<file path="config.mk">
export PLATFORM = sky130hd
export DESIGN_NAME = lidar_sector_min_pool_unit_flat
export DESIGN_NICKNAME = d
export VERILOG_FILES = /design/src/lsmp_pkg.sv /design/src/lsmp_if.sv /design/src/lsmp_core.sv /design/src/lsmp_result_queue.sv /design/src/lidar_sector_min_pool_unit.sv /design/src/flat_wrapper.sv
export SDC_FILE = /design/constraint.sdc
export NUM_CORES = 1
export LEC_CHECK = 0
export BUFFER_PORTS_ARGS = -buffer_cell sky130_fd_sc_hd__buf_4
export CAP_MARGIN = 15
export CORE_AREA = 2 2 333 170
export CTS_CLUSTER_DIAMETER = 100
export DETAILED_ROUTE_END_ITERATION = 8
export DIE_AREA = 0 0 335 172
export GPL_TIMING_DRIVEN = 0
export PLACE_DENSITY_LB_ADDON = 0.15
export SYNTH_ARGS = -nofsm -noshare
export SYNTH_HDL_FRONTEND = slang
export SYNTH_SLANG_ARGS = --single-unit
</file>
<file path="constraint.sdc">
create_clock -name clk_i -period 10.5 [get_ports clk_i]
set_input_delay 0.525 -clock clk_i [delete_from_list [all_inputs] [get_ports clk_i]]
set_output_delay 0.525 -clock clk_i [all_outputs]
set_load 0.005 [all_outputs]
</file>
<file path="src/lsmp_pkg.sv">
package lsmp_pkg;

  localparam int unsigned RANGE_BITS       = 14;
  localparam int unsigned SAMPLE_BITS      = 12;
  localparam int unsigned SECTOR_BITS      = 7;
  localparam int unsigned INDEX_BITS       = 6;
  localparam int unsigned CM_BITS          = 11;
  localparam int unsigned MAX_SECTORS      = 64;
  localparam int unsigned MAX_SCAN_SAMPLES = 4096;
  localparam int unsigned CFG_DATA_BITS    = 14;
  localparam int unsigned QUEUE_DEPTH      = 4;
  localparam int unsigned QPTR_BITS        = $clog2(QUEUE_DEPTH);
  localparam int unsigned QCNT_BITS        = $clog2(QUEUE_DEPTH + 1);

  // floor(x / 10) == (x * 52429) >> 19 for every x below 81920
  localparam logic [15:0] CM_RECIP = 16'd52429;
  localparam int unsigned CM_SHIFT = 19;

  localparam logic [RANGE_BITS-1:0]  RANGE_ALL_ONES = '1;
  localparam logic [SAMPLE_BITS-1:0] SAMPLE_LIMIT   = SAMPLE_BITS'(MAX_SCAN_SAMPLES - 1);

  typedef enum logic [1:0] {
    CFG_REGION_START  = 2'd0,
    CFG_SECTOR_WIDTH  = 2'd1,
    CFG_SECTOR_COUNT  = 2'd2,
    CFG_NEAR_THRESH   = 2'd3
  } cfg_reg_e;

  typedef struct packed {
    logic [SAMPLE_BITS-1:0] region_start;
    logic [SAMPLE_BITS-1:0] sector_width;
    logic [SECTOR_BITS-1:0] sector_count;
    logic [RANGE_BITS-1:0]  near_threshold_mm;
  } cfg_t;

  typedef struct packed {
    logic [SAMPLE_BITS-1:0] sample_counter;
    logic [RANGE_BITS-1:0]  previous_patched;
    logic                   previous_present;
    logic [RANGE_BITS-1:0]  sector_running_min;
    logic [SAMPLE_BITS-1:0] within_sector_count;
    logic [SECTOR_BITS-1:0] current_sector;
    logic [RANGE_BITS-1:0]  scan_running_min;
  } scan_t;

  localparam scan_t SCAN_CLEAR = '{
    sample_counter:      '0,
    previous_patched:    '0,
    previous_present:    1'b0,
    sector_running_min:  RANGE_ALL_ONES,
    within_sector_count: '0,
    current_sector:      '0,
    scan_running_min:    RANGE_ALL_ONES
  };

  typedef struct packed {
    logic [INDEX_BITS-1:0] sector_index;
    logic [RANGE_BITS-1:0] sector_min_mm;
    logic                  near_obstacle;
    logic                  last_sector;
  } result_t;

  typedef struct packed {
    scan_t   st;
    logic    vld;
    result_t res;
  } pool_ret_t;

  // results of one accepted sample, packed from slot zero
  typedef struct packed {
    logic [1:0] num;
    result_t    res0;
    result_t    res1;
  } push_t;

  function automatic pool_ret_t pool_sample(scan_t s, cfg_t c, logic [RANGE_BITS-1:0] p);
    pool_ret_t              r;
    logic [SECTOR_BITS-1:0] cnt;
    logic [SAMPLE_BITS:0]   wnext;
    logic [RANGE_BITS-1:0]  m;
    logic [RANGE_BITS-1:0]  smin;
    logic                   last;
    r     = '0;
    r.st  = s;
    cnt   = (c.sector_count > SECTOR_BITS'(MAX_SECTORS)) ? SECTOR_BITS'(MAX_SECTORS)
                                                          : c.sector_count;
    wnext = {1'b0, s.within_sector_count} + (SAMPLE_BITS+1)'(1);
    m     = (p < s.sector_running_min) ? p : s.sector_running_min;
    smin  = (m < s.scan_running_min) ? m : s.scan_running_min;
    last  = ((s.current_sector + SECTOR_BITS'(1)) == cnt);
    if (s.sample_counter != SAMPLE_LIMIT) begin
      r.st.sample_counter = s.sample_counter + SAMPLE_BITS'(1);
    end
    r.st.previous_patched = p;
    r.st.previous_present = 1'b1;
    if ((s.sample_counter >= c.region_start) && (s.current_sector < cnt)) begin
      if (wnext >= {1'b0, c.sector_width}) begin
        r.vld                     = 1'b1;
        r.res.sector_index        = s.current_sector[INDEX_BITS-1:0];
        r.res.sector_min_mm       = m;
        r.res.near_obstacle       = last && (smin <= c.near_threshold_mm);
        r.res.last_sector         = last;
        r.st.scan_running_min     = smin;
        r.st.sector_running_min   = RANGE_ALL_ONES;
        r.st.within_sector_count  = '0;
        r.st.current_sector       = s.current_sector + SECTOR_BITS'(1);
      end else begin
        r.st.sector_running_min   = m;
        r.st.within_sector_count  = wnext[SAMPLE_BITS-1:0];
      end
    end
    return r;
  endfunction

endpackage

</file>
<file path="src/lsmp_if.sv">
interface lsmp_sample_if;
  import lsmp_pkg::*;
  logic                  valid;
  logic                  ready;
  logic [RANGE_BITS-1:0] range_mm;
  logic                  no_return;
  logic                  first_sample;
  logic                  last_sample;

  modport source (output valid, range_mm, no_return, first_sample, last_sample,
                  input ready);
  modport sink   (input valid, range_mm, no_return, first_sample, last_sample,
                  output ready);
endinterface

interface lsmp_sector_if;
  import lsmp_pkg::*;
  logic                  valid;
  logic                  ready;
  logic [INDEX_BITS-1:0] sector_index;
  logic [RANGE_BITS-1:0] sector_min_mm;
  logic [CM_BITS-1:0]    sector_min_cm;
  logic                  near_obstacle;
  logic                  last_sector;

  modport source (output valid, sector_index, sector_min_mm, sector_min_cm,
                  near_obstacle, last_sector, input ready);
  modport sink   (input valid, sector_index, sector_min_mm, sector_min_cm,
                  near_obstacle, last_sector, output ready);
endinterface

</file>
<file path="src/lsmp_core.sv">
module lsmp_core
  import lsmp_pkg::*;
(
  input  logic                  clk_i,
  input  logic                  rst_ni,
  input  cfg_t                  cfg_i,
  input  logic                  accept_i,
  input  logic [RANGE_BITS-1:0] range_mm_i,
  input  logic                  no_return_i,
  input  logic                  first_sample_i,
  input  logic                  last_sample_i,
  output push_t                 push_o
);

  scan_t                 scan_q, scan_d;
  logic [RANGE_BITS-1:0] held_sample_q, held_sample_d;
  logic                  held_no_return_q, held_no_return_d;
  logic                  held_valid_q, held_valid_d;

  scan_t                 st0;
  logic                  hv;
  logic [RANGE_BITS:0]   avg_sum;
  logic [RANGE_BITS-1:0] p_held;
  logic [RANGE_BITS-1:0] p_cur;
  pool_ret_t             ra, rb;
  scan_t                 st1;

  always_comb begin
    st0     = first_sample_i ? SCAN_CLEAR : scan_q;
    hv      = held_valid_q && !first_sample_i;
    avg_sum = {1'b0, st0.previous_patched} + {1'b0, range_mm_i};
    if (held_no_return_q) begin
      p_held = (st0.previous_present && !no_return_i) ? avg_sum[RANGE_BITS:1] : '0;
    end else begin
      p_held = held_sample_q;
    end
    p_cur = no_return_i ? '0 : range_mm_i;

    // held sample first, then the current one when the scan ends here
    ra  = pool_sample(st0, cfg_i, p_held);
    st1 = hv ? ra.st : st0;
    rb  = pool_sample(st1, cfg_i, p_cur);

    push_o = '0;
    if (hv && ra.vld) begin
      push_o.res0 = ra.res;
      push_o.res1 = rb.res;
      push_o.num  = (last_sample_i && rb.vld) ? 2'd2 : 2'd1;
    end else begin
      push_o.res0 = rb.res;
      push_o.res1 = rb.res;
      push_o.num  = (last_sample_i && rb.vld) ? 2'd1 : 2'd0;
    end
    if (!accept_i) begin
      push_o.num = 2'd0;
    end

    scan_d           = scan_q;
    held_sample_d    = held_sample_q;
    held_no_return_d = held_no_return_q;
    held_valid_d     = held_valid_q;
    if (accept_i) begin
      if (last_sample_i) begin
        scan_d       = SCAN_CLEAR;
        held_valid_d = 1'b0;
      end else begin
        scan_d           = st1;
        held_sample_d    = range_mm_i;
        held_no_return_d = no_return_i;
        held_valid_d     = 1'b1;
      end
    end
  end

  always_ff @(posedge clk_i or negedge rst_ni) begin
    if (!rst_ni) begin
      scan_q           <= SCAN_CLEAR;
      held_sample_q    <= '0;
      held_no_return_q <= 1'b0;
      held_valid_q     <= 1'b0;
    end else begin
      scan_q           <= scan_d;
      held_sample_q    <= held_sample_d;
      held_no_return_q <= held_no_return_d;
      held_valid_q     <= held_valid_d;
    end
  end

endmodule

</file>
<file path="src/lsmp_result_queue.sv">
module lsmp_result_queue
  import lsmp_pkg::*;
(
  input  logic          clk_i,
  input  logic          rst_ni,
  input  push_t         push_i,
  output logic          room_o,
  lsmp_sector_if.source sector_o
);

  result_t               mem_q [QUEUE_DEPTH];
  logic [QPTR_BITS-1:0]  wr_ptr_q, wr_ptr_d;
  logic [QPTR_BITS-1:0]  rd_ptr_q, rd_ptr_d;
  logic [QCNT_BITS-1:0]  count_q, count_d;
  logic                  pop;
  result_t               head;
  logic [RANGE_BITS:0]   cm_num;
  logic [RANGE_BITS+16:0] cm_prod;

  assign room_o = (count_q <= QCNT_BITS'(QUEUE_DEPTH - 2));
  assign pop    = sector_o.valid && sector_o.ready;
  assign head   = mem_q[rd_ptr_q];

  always_comb begin
    wr_ptr_d = wr_ptr_q + QPTR_BITS'(push_i.num);
    rd_ptr_d = rd_ptr_q + QPTR_BITS'(pop);
    count_d  = count_q + QCNT_BITS'(push_i.num) - QCNT_BITS'(pop);
  end

  // cm rounding by reciprocal multiply
  always_comb begin
    cm_num  = {1'b0, head.sector_min_mm} + (RANGE_BITS+1)'(5);
    cm_prod = cm_num * CM_RECIP;
  end

  assign sector_o.valid         = (count_q != '0);
  assign sector_o.sector_index  = head.sector_index;
  assign sector_o.sector_min_mm = head.sector_min_mm;
  assign sector_o.sector_min_cm = cm_prod[CM_SHIFT +: CM_BITS];
  assign sector_o.near_obstacle = head.near_obstacle;
  assign sector_o.last_sector   = head.last_sector;

  always_ff @(posedge clk_i) begin
    if (push_i.num != 2'd0) begin
      mem_q[wr_ptr_q] <= push_i.res0;
    end
    if (push_i.num == 2'd2) begin
      mem_q[wr_ptr_q + QPTR_BITS'(1)] <= push_i.res1;
    end
  end

  always_ff @(posedge clk_i or negedge rst_ni) begin
    if (!rst_ni) begin
      wr_ptr_q <= '0;
      rd_ptr_q <= '0;
      count_q  <= '0;
    end else begin
      wr_ptr_q <= wr_ptr_d;
      rd_ptr_q <= rd_ptr_d;
      count_q  <= count_d;
    end
  end

endmodule

</file>
<file path="src/lidar_sector_min_pool_unit.sv">
// lidar sector minimum pooling
// sample_i takes one range sample per transaction in scan order, with a
// no-return flag and first/last scan markers; sector_o gives one transaction
// per finished sector: sector index, minimum in mm and in cm, last-sector
// flag and, on the last sector, the near-obstacle flag
// a sample with no return is patched from its predecessor and its successor,
// so each sample is pooled when the next one arrives (or at once on the last
// sample of a scan)
// throughput: one sample per cycle while sample_i.ready is high; the sector
// results of a sample are written into the result queue when it is pooled
// a scan-ending sample can finish two sectors; both enter a four-entry result
// queue and leave one per cycle while sector_o.ready is high
// when the receiver stalls the queue fills; sample_i.ready drops while fewer
// than two entries are free, so no result is ever dropped
// reset clears scan state and the queue and loads default configuration:
// region start 90, sector width 18, sector count 10, threshold 120 mm
// configuration writes go through cfg_we_i / cfg_idx_i / cfg_wdata_i and
// must only happen while the block is idle
module lidar_sector_min_pool_unit
  import lsmp_pkg::*;
(
  input  logic                     clk_i,
  input  logic                     rst_ni,
  input  logic                     cfg_we_i,
  input  logic [1:0]               cfg_idx_i,
  input  logic [CFG_DATA_BITS-1:0] cfg_wdata_i,
  lsmp_sample_if.sink              sample_i,
  lsmp_sector_if.source            sector_o
);

  cfg_t  cfg_q, cfg_d;
  logic  room;
  logic  accept;
  push_t push;

  // configuration registers
  always_comb begin
    cfg_d = cfg_q;
    if (cfg_we_i) begin
      case (cfg_reg_e'(cfg_idx_i))
        CFG_REGION_START: cfg_d.region_start      = cfg_wdata_i[SAMPLE_BITS-1:0];
        CFG_SECTOR_WIDTH: cfg_d.sector_width      = cfg_wdata_i[SAMPLE_BITS-1:0];
        CFG_SECTOR_COUNT: cfg_d.sector_count      = cfg_wdata_i[SECTOR_BITS-1:0];
        CFG_NEAR_THRESH:  cfg_d.near_threshold_mm = cfg_wdata_i[RANGE_BITS-1:0];
        default:          cfg_d = cfg_q;
      endcase
    end
  end

  always_ff @(posedge clk_i or negedge rst_ni) begin
    if (!rst_ni) begin
      cfg_q.region_start      <= SAMPLE_BITS'(90);
      cfg_q.sector_width      <= SAMPLE_BITS'(18);
      cfg_q.sector_count      <= SECTOR_BITS'(10);
      cfg_q.near_threshold_mm <= RANGE_BITS'(120);
    end else begin
      cfg_q <= cfg_d;
    end
  end

  // accept while the queue can take two results
  assign sample_i.ready = room;
  assign accept         = sample_i.valid && room;

  lsmp_core u_core (
    .clk_i          (clk_i),
    .rst_ni         (rst_ni),
    .cfg_i          (cfg_q),
    .accept_i       (accept),
    .range_mm_i     (sample_i.range_mm),
    .no_return_i    (sample_i.no_return),
    .first_sample_i (sample_i.first_sample),
    .last_sample_i  (sample_i.last_sample),
    .push_o         (push)
  );

  lsmp_result_queue u_queue (
    .clk_i    (clk_i),
    .rst_ni   (rst_ni),
    .push_i   (push),
    .room_o   (room),
    .sector_o (sector_o)
  );

endmodule
</file>
<file path="src/flat_wrapper.sv">
// flat-port wrapper written by rule: the top's interface ports become plain ports
module lidar_sector_min_pool_unit_flat import lsmp_pkg::*;
  (clk_i, rst_ni, cfg_we_i, cfg_idx_i, cfg_wdata_i, sample_i_valid, sample_i_range_mm, sample_i_no_return, sample_i_first_sample, sample_i_last_sample, sample_i_ready, sector_o_valid, sector_o_sector_index, sector_o_sector_min_mm, sector_o_sector_min_cm, sector_o_near_obstacle, sector_o_last_sector, sector_o_ready);
  lsmp_sample_if sample_i_i ();
  lsmp_sector_if sector_o_i ();
  input  logic clk_i;
  input  logic rst_ni;
  input  logic cfg_we_i;
  input  logic [1:0] cfg_idx_i;
  input  logic [CFG_DATA_BITS-1:0] cfg_wdata_i;
  input wire logic [$bits(sample_i_i.valid)-1:0] sample_i_valid;
  input wire logic [$bits(sample_i_i.range_mm)-1:0] sample_i_range_mm;
  input wire logic [$bits(sample_i_i.no_return)-1:0] sample_i_no_return;
  input wire logic [$bits(sample_i_i.first_sample)-1:0] sample_i_first_sample;
  input wire logic [$bits(sample_i_i.last_sample)-1:0] sample_i_last_sample;
  output wire logic [$bits(sample_i_i.ready)-1:0] sample_i_ready;
  output wire logic [$bits(sector_o_i.valid)-1:0] sector_o_valid;
  output wire logic [$bits(sector_o_i.sector_index)-1:0] sector_o_sector_index;
  output wire logic [$bits(sector_o_i.sector_min_mm)-1:0] sector_o_sector_min_mm;
  output wire logic [$bits(sector_o_i.sector_min_cm)-1:0] sector_o_sector_min_cm;
  output wire logic [$bits(sector_o_i.near_obstacle)-1:0] sector_o_near_obstacle;
  output wire logic [$bits(sector_o_i.last_sector)-1:0] sector_o_last_sector;
  input wire logic [$bits(sector_o_i.ready)-1:0] sector_o_ready;
  assign sample_i_i.valid = sample_i_valid;
  assign sample_i_i.range_mm = sample_i_range_mm;
  assign sample_i_i.no_return = sample_i_no_return;
  assign sample_i_i.first_sample = sample_i_first_sample;
  assign sample_i_i.last_sample = sample_i_last_sample;
  assign sample_i_ready = sample_i_i.ready;
  assign sector_o_valid = sector_o_i.valid;
  assign sector_o_sector_index = sector_o_i.sector_index;
  assign sector_o_sector_min_mm = sector_o_i.sector_min_mm;
  assign sector_o_sector_min_cm = sector_o_i.sector_min_cm;
  assign sector_o_near_obstacle = sector_o_i.near_obstacle;
  assign sector_o_last_sector = sector_o_i.last_sector;
  assign sector_o_i.ready = sector_o_ready;
  lidar_sector_min_pool_unit u_core (.clk_i(clk_i), .rst_ni(rst_ni), .cfg_we_i(cfg_we_i), .cfg_idx_i(cfg_idx_i), .cfg_wdata_i(cfg_wdata_i), .sample_i(sample_i_i), .sector_o(sector_o_i));
endmodule
</file>
==> results.py <==
metrics = {
    "run_status": {
        "status": "finished, violations left",
        "violations": "setup timing",
    },
    "die": {
        "core_area_mm2": 0.0548,
        "rows": 61,
        "ioPinCount": 73,
        "design.die.area_mm2": 0.0576,
        "fp.dieW_um": 335,
        "die_height_um": 172,
        "initial_core_util_pct": 37.7,
    },
    "drt": {
        "drt_first_pass_iters": 5,
        "vias": 18400,
        "ant_nets": 0,
        "routedWlPerCell_um": 25.1,
        "vias_per_cell": 5.80,
        "wirelength_um": 79400,
        "post-route-drc-count": 0,
        "drt_iter0_markers": 1924,
    },
    "global_route": {
        "antenna_found_initial": 2,
        "grt_overflow": 0,
        "grt_max_degree": 104,
        "grt_pass1_wl_um": 116000,
        "grt.total_usage_pct": 27.4,
        "grt_pass1_vias": 17000,
    },
    "timing": {
        "setup_ws_ps": -313,
        "finalHoldViolations": 0,
        "tightest_slew_ps": 1260,
        "rsz0062_at_grt": "true",
        "slew-limit-headroom_pct": 15.5,
        "setup_viol": 4,
        "fmax_mhz": 92.5,
        "fin_skew_ps": 44.9,
        "drv_slew": 0,
        "fin_crit_ps": 10810,
        "fin_setup_tns_ps": -1210,
        "fin_crit_sh_pct": 103,
    },
    "yosys": {
        "synth-async-reset-ratio_pct": 61.7,
        "syn_area_per_cell_um2": 9.24,
        "ys_ff_latch": 230,
        "synth_cell_types": 97,
        "syn-num-nets": 2597,
        "syn_area_mm2": 0.0206,
        "synth-main-ff-cell": "dfrtp_1",
        "seq_area_frac_synth_pct": 30.3,
        "ys_warn_count": 0,
        "syn_inst": 2232,
        "synth-edff-count": 88,
    },
    "setup_path": {
        "cpMostUsedCell": "buf_12",
        "end_kind": "flop",
        "crit_family": "compound AO/OA/AOI/OAI gates",
        "cp.buffers_inverters": 18,
        "cp.required_ps": 10910,
        "slowest_delay_ps": 460,
        "crit_type": "in2reg",
        "cp-start-kind": "primary input",
        "crit_slowest_cell": "mux2i_1",
        "path_max_fanout": 8,
        "arrival_ps": 11220,
    },
    "placement": {
        "place_hpwl_um": 62700,
        "port_buffers": 68,
        "dp_slack_ps": -4170,
        "place.gp.congestion": 0.963,
    },
    "layout": {
        "drive_above_1_share_pct": 20.3,
        "fin_nets": 2785,
        "area_growth_pct": 20.9,
        "fillCellCount": 5263,
    },
    "worst_hold_path": {
        "hold_class": "in2reg",
    },
    "cts": {
        "cts_tree": "done",
        "clock_sinks": 230,
        "clockRootBuffer": "clkbuf_16",
        "numCtsBuffers": 25,
        "path_clk_slew_ps": 80,
        "htree_levels": 1,
        "cts.path.max_buffers": 3,
        "clock_latency_ps": 600,
    },
    "run": {
        "drv_cap": 0,
    },
}
==> per-stage QoR <==
step	cells	utilization [%]	cell area [µm²]	hold WS, ps
6_report	3164	45.5	24900	156
5_1_grt	3163	45.5	24900	177
4_1_cts	3141	44.7	24500	134
3_5_place_dp	3027	40.6	22200	430
3_3_place_gp	3024	40.4	22100	453
2_1_floorplan	2232	-	20700	229
==> cell families (layout without fill, tap and decap cells) <==
group	after synthesis	in the layout	synth area share, %
and+or+nand+nor	669	669	15.3
AOI/OAI and AO/OA	528	528	16.6
adders and majority gates	327	327	22.0
buffers and inverters	289	496	5.50
DFF	230	230	30.3
muxes	96	96	6.31
xor gates and xnor gates	93	93	3.98
other	0	1	0
==> cells in the mapped netlist (6+ instances only) <==
cell        n  share of area [%]
mux4_2     22                2.4
nor4_1      9               0.27
o22ai_1    27               0.82
mux2i_1    31                1.5
dfrtp_1   102                 12
o21a_1     17               0.62
nand3_1    43                1.0
nand2b_1   18               0.55
o211ai_1   23               0.84
xnor2_1    59                2.5
o31ai_1     9               0.33
edfxtp_1   88                 13
o21ai_1    15               0.36
and2_1     11               0.33
clkbuf_1   63                1.1
xor2_1     33                1.4
nand2_1   244                4.4
a211oi_1    6               0.22
nor3_1     29               0.70
a31oi_1    15               0.45
a22o_1     41                1.7
ha_1      266                 16
nor2b_1    61                1.8
buf_2      10               0.24
o21ai_0   137                3.3
mux2_2     41                2.2
and3_1     24               0.73
dfstp_2    40                5.1
buf_1      10               0.18
nand4_1    21               0.64
a22oi_1     8               0.29
nand3b_1    6               0.22
fa_1       61                5.9
nor2_1    167                3.0
inv_1     197                3.6
a21o_1     40                1.5
a21oi_1   134                3.3
==> sequential cells by signal, summed over array words and instances, names as in the netlist <==
name	flops
u_core.u_core.held_sample_q	14
u_core.u_core.scan_q	74
u_core.u_core.held_no_return_q	1
u_core.u_queue.rd_ptr_q	2
u_core.u_core.held_valid_q	1
u_core.u_queue.mem_q	88
u_core.cfg_q	45
u_core.u_queue.count_q	3
u_core.u_queue.wr_ptr_q	2
==> tightest hold or removal path, stage by stage <==
cell and delay [ps]:
buf_4 100, nand2_1 50, nand2_1 50
==> layout make-up <==
type | count | area (µm²) | share of cell area, %
inverter | 201 | 758 | 3.04
sequential | 230 | 6250 | 25.0
timing repair buffer | 163 | 1390 | 5.58
multi-input combinational | 1713 | 14100 | 56.4
tap | 724 | 906 | 3.63
clock buffer | 32 | 756 | 3.03
clock inverter | 14 | 168 | 0.672
buffer | 86 | 658 | 2.64
antenna | 1 | 2.50 | 0.0100
==> layout by cell type, fill, tap and decap left out, types with 28 or more instances in the layout <==
| master | n |
|---|---|
| edfxtp_1 | 88 |
| o21ai_0 | 116 |
| nor2_1 | 158 |
| clkbuf_1 | 42 |
| nand2_1 | 236 |
| a22o_1 | 39 |
| buf_4 | 152 |
| a21o_1 | 40 |
| ha_1 | 254 |
| xnor2_1 | 59 |
| dfstp_2 | 40 |
| nor2b_1 | 56 |
| dfrtp_1 | 102 |
| inv_1 | 192 |
| fa_1 | 60 |
| clkbuf_16 | 35 |
| a21oi_1 | 114 |
| nand3_1 | 42 |
| mux2_2 | 41 |
| xor2_1 | 33 |
| nor3_1 | 28 |
==> path summary, 6_finish.rpt <==
kind / end / start / cells after the start / slack (ps)
worst max-delay path: u_core.u_queue.mem_q[1][1] / sample_i_first_sample / 63 / -310
worst min-delay path: u_core.u_core.held_sample_q[12] / sample_i_range_mm[12] / 3 / 160
worst max register to register: u_core.u_queue.mem_q[1][1] / u_core.u_core.scan_q[49] / 58 / -290
worst min register to register: u_core.u_core.held_sample_q[12] / u_core.u_core.held_sample_q[12] / 2 / 490
max in group asynchronous: u_core.u_core.held_sample_q[7] / rst_ni / 3 / 9170
min in group asynchronous: u_core.cfg_q[38] / rst_ni / 2 / 430
==> metal layers <==
metal	share of wire [%]	vias up	GRT usage, %
met3	13	63	9.42
met4	0.96	0	2.79
li1	-	8307	-
met5	0	-	0
met1	52	9048	46.6
met2	33	932	31.7
==> what timing repair did <==
action / in CTS / in global routing
hold buffers: 1 / 0
gates cloned: 0 / 2
pin swaps: 47 / 33
setup buffers: 69 / 19
hold endpoints to repair: 31 / 0
gates resized for setup: 186 / 55
setup endpoints to repair: 181 / 182
Power is not shown: default switching activity piles up to over one toggle a cycle in this logic, so the estimate is an artifact.
